<file path="src/rtl/core/tcv_pkg.sv">
// ---------------------------------------------------------------------------
// tcv_pkg
// Types, codes and constants of the clause vote classifier.
// ---------------------------------------------------------------------------
package tcv_pkg;

  localparam int IDX_W      = 6;
  localparam int STATE_W    = 16;
  localparam int SPA_W      = 15;
  localparam int THR_W      = 16;
  localparam int FEAT_W     = 32;
  localparam int VOTE_W     = 7;
  localparam int VOTE_LIMIT = 32;
  localparam int CMD_W      = 2;
  localparam int CFG_IDX_W  = 1;
  localparam int CFG_DATA_W = 16;

  localparam int DEF_NUM_CLAUSES  = 64;
  localparam int DEF_NUM_FEATURES = 32;

  localparam logic [SPA_W-1:0] SPA_RESET = 15'd100;
  localparam logic [THR_W-1:0] THR_RESET = 16'd15;

  // Configuration register indexes
  localparam logic [CFG_IDX_W-1:0] CFG_HALF_STATES    = 1'b0;
  localparam logic [CFG_IDX_W-1:0] CFG_VOTE_THRESHOLD = 1'b1;

  typedef enum logic [CMD_W-1:0] {
    CMD_WRITE    = 2'd0,
    CMD_READ     = 2'd1,
    CMD_CLASSIFY = 2'd2
  } tcv_cmd_e;

  typedef enum logic [2:0] {
    ST_IDLE,
    ST_READ,
    ST_CLS_RUN,
    ST_CLS_DRAIN,
    ST_FINISH
  } tcv_state_e;

  // Controller to datapath
  typedef struct packed {
    logic load;       // capture the request
    logic rd_clause;  // read the addressed clause row
    logic cls_rd;     // read the row at the clause counter and advance it
    logic finish;     // commit write, load result registers
  } tcv_cmd_t;

  // Datapath to controller
  typedef struct packed {
    logic last_row;
  } tcv_stat_t;

endpackage

</file>
<file path="src/rtl/core/tcv_ctrl.sv">
// ---------------------------------------------------------------------------
// tcv_ctrl
// Sequencer for write, read and classify requests.
// ---------------------------------------------------------------------------
module tcv_ctrl (
  input  logic                      clk_i,
  input  logic                      rst_ni,
  input  logic                      start_i,
  input  logic [tcv_pkg::CMD_W-1:0] command_i,
  input  tcv_pkg::tcv_stat_t        stat_i,
  output tcv_pkg::tcv_cmd_t         cmd_o,
  output logic                      busy_o
);
  import tcv_pkg::*;

  tcv_state_e state_q, state_d;

  always_ff @(posedge clk_i or negedge rst_ni) begin
    if (!rst_ni) begin
      state_q <= ST_IDLE;
    end else begin
      state_q <= state_d;
    end
  end

  always_comb begin
    state_d = state_q;
    cmd_o   = '0;
    busy_o  = 1'b1;
    case (state_q)
      ST_IDLE: begin
        busy_o = 1'b0;
        if (start_i) begin
          cmd_o.load = 1'b1;
          case (command_i)
            CMD_READ:     state_d = ST_READ;
            CMD_CLASSIFY: state_d = ST_CLS_RUN;
            default:      state_d = ST_FINISH;
          endcase
        end
      end
      ST_READ: begin
        cmd_o.rd_clause = 1'b1;
        state_d         = ST_FINISH;
      end
      ST_CLS_RUN: begin
        cmd_o.cls_rd = 1'b1;
        if (stat_i.last_row) begin
          state_d = ST_CLS_DRAIN;
        end
      end
      ST_CLS_DRAIN: begin
        state_d = ST_FINISH;
      end
      ST_FINISH: begin
        cmd_o.finish = 1'b1;
        state_d      = ST_IDLE;
      end
      default: begin
        state_d = ST_IDLE;
      end
    endcase
  end

endmodule

</file>
<file path="config.mk">
export PLATFORM = sky130hd
export DESIGN_NAME = tcv_ctrl
export DESIGN_NICKNAME = d
export VERILOG_FILES = /design/src/rtl/core/tcv_pkg.sv /design/src/rtl/core/tcv_ctrl.sv
export SDC_FILE = /design/constraint.sdc
export NUM_CORES = 1
export LEC_CHECK = 0
export CAP_MARGIN = 0
export CELL_PAD_IN_SITES_DETAIL_PLACEMENT = 0
export CELL_PAD_IN_SITES_GLOBAL_PLACEMENT = 1
export CORE_AREA = 4 4 41 43
export DETAILED_ROUTE_END_ITERATION = 10
export DIE_AREA = 0 0 45 47
export DONT_BUFFER_PORTS = 1
export PLACE_DENSITY = 0.41
export SLEW_MARGIN = 25
export SYNTH_ARGS = -nofsm -noshare
export SYNTH_HDL_FRONTEND = slang
export SYNTH_SLANG_ARGS = --single-unit
</file>
<file path="constraint.sdc">
create_clock -name clk_i -period 1.4 [get_ports clk_i]
set_clock_uncertainty 0.15 [all_clocks]
set_input_delay 0 -clock clk_i [delete_from_list [all_inputs] [get_ports clk_i]]
set_output_delay 0 -clock clk_i [all_outputs]
set_load 0.02 [all_outputs]
</file>
Word-level counts from Yosys, hierarchy flattened
Index checks and enable logic that the tools add are counted.
{"block": "word_totals", "register_bits": 3, "input_bits": 6, "output_inout_bits": 5}
{"block": "classes", "n_eq_ne": 8, "mux": 10, "n_reduce_logical": 3}
{"cell": "$pmux W3 S3", "n": 1}
{"cell": "$eq A3 B2 Y1 const B", "n": 2}
{"cell": "$mux W1", "n": 6}
{"cell": "$mux W3", "n": 2}
{"cell": "$pmux W3 S2", "n": 1}
{"cell": "$ne A2 B2 Y1 const B", "n": 2}
{"cell": "$eq A3 B1 Y1 const B", "n": 1}
{"cell": "$eq A3 B3 Y1 const B", "n": 1}
{"cell": "$logic_not A3 Y1", "n": 1}
{"cell": "$eq A2 B1 Y1 const B", "n": 1}
{"cell": "$eq A2 B2 Y1 const B", "n": 1}
{"cell": "$reduce_and A2 Y1", "n": 1}
{"cell": "$reduce_or A2 Y1", "n": 1}

Longest topological paths before layout
Gate-level depths: netlist of the first run.
{"block": "depth", "word_depth": 4, "ltp_mapped": 4, "depth_no_buf": 4}

Least setup slack after synthesis of the first run
No wires, ideal clock.
{"block": "synth_path", "path_type": "register -> output", "from": "reg state_q[2]", "to": "out cmd_o[3] (netlist name)", "t_arrival_ps": 1063, "t_required_ps": 1250, "slack_ps": 187, "stages_incl_launch_ff": 3, "path_buffers": 0, "path_cell_list": "dfrtp_1 or3_4 nor2_2"}
{"item": "start, declared", "line_no": "tcv_ctrl.sv:16", "text": "tcv_state_e state_q, state_d;"}
{"item": "start signal, assigned", "line_no": "tcv_ctrl.sv:22", "text": "state_q <= state_d;"}
{"item": "end, declared", "line_no": "tcv_ctrl.sv:11", "text": "output tcv_pkg::tcv_cmd_t cmd_o,"}

==> results.tsv, run 1 <==
metric	value	unit
fmax	735	MHz
pre-CTS WS	0.208	ns
Port-buffer cells	0	
R2R cell count	3	
CP Max Fanout	6	
filler-free cell count of the finished design	51	
Synth Area in Compound Gates	0.0903	
RSZ-0062 raised after global routing	no	
mux contribution to synthesized area	0	
Adder-Cell Fraction of Synth Area	0.129	
FF-to-FF End	state_q[0]	
initial core utilization	0.149	
GRT Total Usage	0.0475	
die area	2120	um^2
HP Class	input port to flop	
routed vias/inst	3.73	
first-pass GRT wire length	696	um
Synth Area in XOR/XNOR	0	
critical path startpoint category	flop	
site row count	13	
Largest stage delay, worst path	0.42	ns
Design Area, Final	342	um^2
Setup CP Type	flop to primary output	
Finished Core Util	0.263	
post-synthesis simple-gate area fraction	0.316	
min cycle time layout	1.36	ns
Yosys Warn Count	0	
largest registers	state_q: 3 flops	
slew margin rel.	0.866	
max-slew violations	0	
outcome	finished, final reports clean	
# diodes	0	
Die Y	47	um
CTS tree	yes	
antenna-violating nets left	0	
Reg area	75.1	um^2
core footprint	1300	um^2
Worst-Skew Late Latency	0.23	ns
largest net degree at the start of global routing	8	
DR WL/cell	8.98	um
crit path launch	state_q[0]	
syn nets	29	
sequential fraction of the synthesis area	0.387	
Cells after Synth	21	
Congestion Overflow GR	0	
worst-margin pin slew	0.201	ns
element type at the critical path end	primary output	
placed cell areas	250	um^2
largest cells by area after synthesis	dfrtp_1 (39%), ha_1 (13%), inv_1 (7.7%), nand3b_1 (7.7%), nor3b_1 (7.7%)	
final setup violation count	0	
post-route clock period utilization	0.972	
H-tree lvl count	1	
Area Growth Syn to Fin	76.1	%
DR DRC count	0	
Largest register FFs	3	
HPWL after DPL	382	um
gpl congestion	0.681	
CP delay by family, top	simple AND/OR/NAND/NOR gates	
required time of the critical path	1.25	ns
main combinational cell family by area after synthesis	simple AND/OR/NAND/NOR gates	
area of the multi-input gates	109	um^2
largest reg by FF count	state_q	
VDD IR max	0.392	mV
WP depth	2	
share of layout cells above drive strength 1	0.278	
flops & latches, synth	3	
crit path to	cmd_o[3]	
setup TNS	0	ns
antenna violations before repair	0	
CP max stage cell	dfrtp_1	
pwr/cell area	2040	nW/um^2
CTS buffer count	3	
number of global-route vias before repair	204	
Sink Count	3	
area leader, netlist	dfrtp_1	
final hold viol count	0	
Detailed Route WL	458	um
synthesized area per cell	9.24	um^2
drt first pass iters	2	
CTS root buffer	clkbuf_4	
distinct cell type count after synthesis	11	
CTS max path bufs	2	
share of the synthesized area in the top cell type	0.387	
I/O pin count	11	
leakage	0.161	nW
setup ws final	0.0398	ns
crit path DAT	1.21	ns
Nets	45	
1st-iter DRT viols	4	
post-synthesis cell area	194	um^2
die width	45	um
WP buf/inv	0	
clock-pin slew on the worst setup and hold paths	0.04	ns
Reg2Reg Setup Slack	0.25	ns
CP cell instances	or3_4 > nor2_4	
via count	190	
Reg-to-Reg Start	state_q[1]	
Post-CTS Setup Repair Bufs	0	
max_cap viols	0	
number of fillers in the final layout	158	
dpl cells	41	
Yosys cell counts:
master / n
ha_1: 2
or3_4: 1
nor3_1: 2
nor2_2: 1
a21oi_1: 2
a211oi_1: 1
dfrtp_1: 3
nand3b_1: 2
nor3b_1: 2
nand2_1: 1
inv_1: 4
tightest hold or removal path: cells and delay by family:
kind            cells  cell delay (ns)
compound gates      1             0.12
simple gates        1             0.06
fa+ha+maj           1             0.18
buf+inv             1             0.02
what timing repair did:
action                                 4_1_cts  5_1_grt
resized for setup                            1        0
endpoints found under the hold margin        7        0
hold buffers                                 6        0
setup endpoints to repair                    1        0
cell usage in the layout (no fill, tap or decap), types with 2 or more instances in the layout:
master         instances
dlygate4sd3_1          6
buf_4                  5
inv_1                  4
clkbuf_4               3
dfrtp_1                3
nor3b_1                2
nor3_1                 2
nand3b_1               2
a21oi_1                2
ha_1                   2
through the flow:
step	hold slack (ns)	power [mW]
after detailed placement	-0.445	0.528
after global placement	-0.445	0.528
after floorplan	-0.446	0.395
final	0.0553	0.697
after CTS	0.0428	0.709
after global routing	0.0689	0.743
cell type report:
type	instances	area share
clock buffers	4	0.0769
repair buffers	11	0.286
flip-flops and latches	3	0.220
inverters	4	0.0440
multi-input cells	14	0.319
well taps	15	0.0549
worst min path at each step:
stage / start / to / slack [ns] / cells after the start
floorplan: rst_ni / state_q[0] / -0.45 / 0
global placement: rst_ni / state_q[1] / -0.45 / 0
detailed placement: rst_ni / state_q[1] / -0.45 / 0
CTS: command_i[0] / state_q[1] / 0.04 / 4
global route: command_i[0] / state_q[1] / 0.07 / 4
finish: command_i[0] / state_q[1] / 0.06 / 4
per-layer routing:
layer / track usage / share of wire / vias up
li1: - / - / 100
met1: 0.0503 / 0.44 / 83
met2: 0.0678 / 0.46 / 7
met3: 0.0192 / 0.096 / 0
met4: 0.0526 / 0 / 0
met5: 0 / 0 / -
logic make-up (layout without fill, tap and decap cells):
family                     Yosys count  count (layout)
AOI/OAI and AO/OA                    3               3
adders and majority gates            2               2
buffers and inverters                4              19
DFF                                  3               3
and+or+nand+nor                      9               9
power breakdown:
part | internal [mW] | total (mW) | switching [mW]
Combinational | 0.176 | 0.399 | 0.222
Clock | 0.106 | 0.145 | 0.0389
Sequential | 0.124 | 0.153 | 0.0291
Power figures use the tool's default switching activity.
==> inputs of run 2 (changes only) <==
--- a/config.mk
+++ b/config.mk
@@ -5,14 +5,16 @@
 export SDC_FILE = /design/constraint.sdc
 export NUM_CORES = 1
 export LEC_CHECK = 0
+export BUFFER_PORTS_ARGS = -buffer_cell sky130_fd_sc_hd__buf_2
 export CAP_MARGIN = 0
 export CELL_PAD_IN_SITES_DETAIL_PLACEMENT = 0
 export CELL_PAD_IN_SITES_GLOBAL_PLACEMENT = 1
 export CORE_AREA = 4 4 41 43
+export CTS_BUF_LIST = sky130_fd_sc_hd__clkbuf_16
 export DETAILED_ROUTE_END_ITERATION = 10
 export DIE_AREA = 0 0 45 47
-export DONT_BUFFER_PORTS = 1
-export PLACE_DENSITY = 0.41
+export GPL_TIMING_DRIVEN = 0
+export PLACE_DENSITY = 0.5
 export SLEW_MARGIN = 25
 export SYNTH_ARGS = -nofsm -noshare
 export SYNTH_HDL_FRONTEND = slang
==> run 2 against run 1 <==
  * Critical path depth rose by 1
  * Cell area rose by 18%
  * Maximum frequency fell by 0.81%
  * Clock power rose to 3.0 times the previous value
  * Non-clock buffer count rose by 5
  * Die area did not move
  * Sequential power rose by 5%
  * Combinational power barely moved
  * Core utilization rose by 4.6 points
  * Highest routed layer unchanged
==> results.tsv, run 2 (same netlist as run 1, synthesis figures left out) <==
metric	value	unit
crit path DAT	1.22	ns
HP Class	input port to flop	
core footprint	1300	um^2
GRT Total Usage	0.0625	
CTS root buffer	clkbuf_16	
CTS max path bufs	2	
post-route clock period utilization	0.979	
largest net degree at the start of global routing	8	
Reg2Reg Setup Slack	0.25	ns
largest reg by FF count	state_q	
die width	45	um
H-tree lvl count	1	
# diodes	0	
Worst Hold Depth	4	
drt first pass iters	2	
Detailed Route WL	497	um
final setup violation count	0	
required time of the critical path	1.25	ns
CTS buffer count	3	
Design Area, Final	402	um^2
min cycle time layout	1.37	ns
Congestion Overflow GR	0	
Port-buffer cells	10	
share of layout cells above drive strength 1	0.463	
routed vias/inst	3.75	
antenna violations before repair	0	
outcome	finished, final reports clean	
leakage	0.205	nW
CP max stage cell	dfrtp_2	
number of fillers in the final layout	152	
worst-margin pin slew	0.183	ns
Die Y	47	um
via count	210	
R2R cell count	3	
pre-CTS WS	0.183	ns
placed cell areas	263	um^2
die area	2120	um^2
RSZ-0062 raised after global routing	no	
DR WL/cell	8.88	um
1st-iter DRT viols	1	
largest registers	state_q: 3 flops	
antenna-violating nets left	0	
I/O pin count	11	
final hold viol count	0	
VDD IR max	0.628	mV
DR DRC count	0	
most frequent cells in the layout	buf_2 (9), inv_1 (5), dlygate4sd3_1 (4), clkbuf_16 (3), buf_4 (3)	
Nets	50	
Sink Count	3	
Setup CP Type	flop to primary output	
Largest register FFs	3	
site row count	13	
setup ws final	0.0287	ns
element type at the critical path end	primary output	
CP cell instances	or3_4 > nor2_2 > buf_4	
clock-pin slew on the worst setup and hold paths	0.03	ns
first-pass GRT wire length	834	um
CP Max Fanout	2	
Worst-Skew Late Latency	0.22	ns
max-slew violations	0	
initial core utilization	0.149	
fmax	729	MHz
number of global-route vias before repair	213	
setup TNS	0	ns
pwr/cell area	2490	nW/um^2
Largest stage delay, worst path	0.40	ns
Finished Core Util	0.309	
max_cap viols	0	
CTS tree	yes	
Area Growth Syn to Fin	107	%
most common cell after layout, fill and taps aside	buf_2	
slew margin rel.	0.878	
gpl congestion	0.691	
critical path startpoint category	flop	
==> run 2: report_power, final <==
part	total [mW]	internal, mW	switching (mW)
Combinational	0.399	0.184	0.215
Sequential	0.160	0.129	0.0317
Clock	0.441	0.368	0.0729
Total	1.00	0.680	0.320
==> run 2: worst paths after layout <==
kind / from / to
max: state_q[2] / cmd_o[3]
min: command_i[1] / state_q[1]
max reg2reg: state_q[1] / state_q[0]
min reg2reg: state_q[0] / state_q[0]
max in group asynchronous: rst_ni / state_q[2]
min in group asynchronous: rst_ni / state_q[0]
==> run 2: final cells by class <==
| cell class | instances | area (um^2) | share of cell area |
|---|---|---|---|
| flip-flops and latches | 3 | 77.6 | 0.193 |
| well taps | 15 | 18.8 | 0.0467 |
| clock inverters | 1 | 3.75 | 0.00935 |
| multi-input cells | 14 | 104 | 0.259 |
| inverters | 4 | 15.0 | 0.0374 |
| repair buffers | 16 | 108 | 0.268 |
| clock buffers | 3 | 75.1 | 0.187 |
==> run 2: timing repair <==
| action | 4_1_cts | 5_1_grt |
|---|---|---|
| hold buffers | 4 | 0 |
| setup endpoints to repair | 1 | 0 |
| resized for setup | 3 | 0 |
| hold endpoints to repair | 6 | 0 |
| buffers inserted | 2 | 0 |
==> run 2: critical path: cells and delay by family, from the launching register on <==
family	cells	cell delay [ns]
and+or+nand+nor	2	0.47
DFF	1	0.40
buffers and inverters	1	0.14
==> run 2: stage by stage <==
| step | std cells | hold slack [ns] | power [mW] |
|---|---|---|---|
| floorplan | 21 | -0.446 | 0.395 |
| global placement | 46 | -0.357 | 0.496 |
| detailed placement | 46 | -0.354 | 0.498 |
| CTS | 56 | 0.0944 | 1.01 |
| global route | 56 | 0.131 | 1.07 |
| finish | 56 | 0.0867 | 1.00 |
==> run 2: metal layers <==
layer  vias up  global-route usage  wire length (um)
li1        111                   -                 -
met5         -                   0                 0
met3         0              0.0460                44
met1        91              0.0548               216
met2         8              0.0876               236
met4         0              0.0702                 0
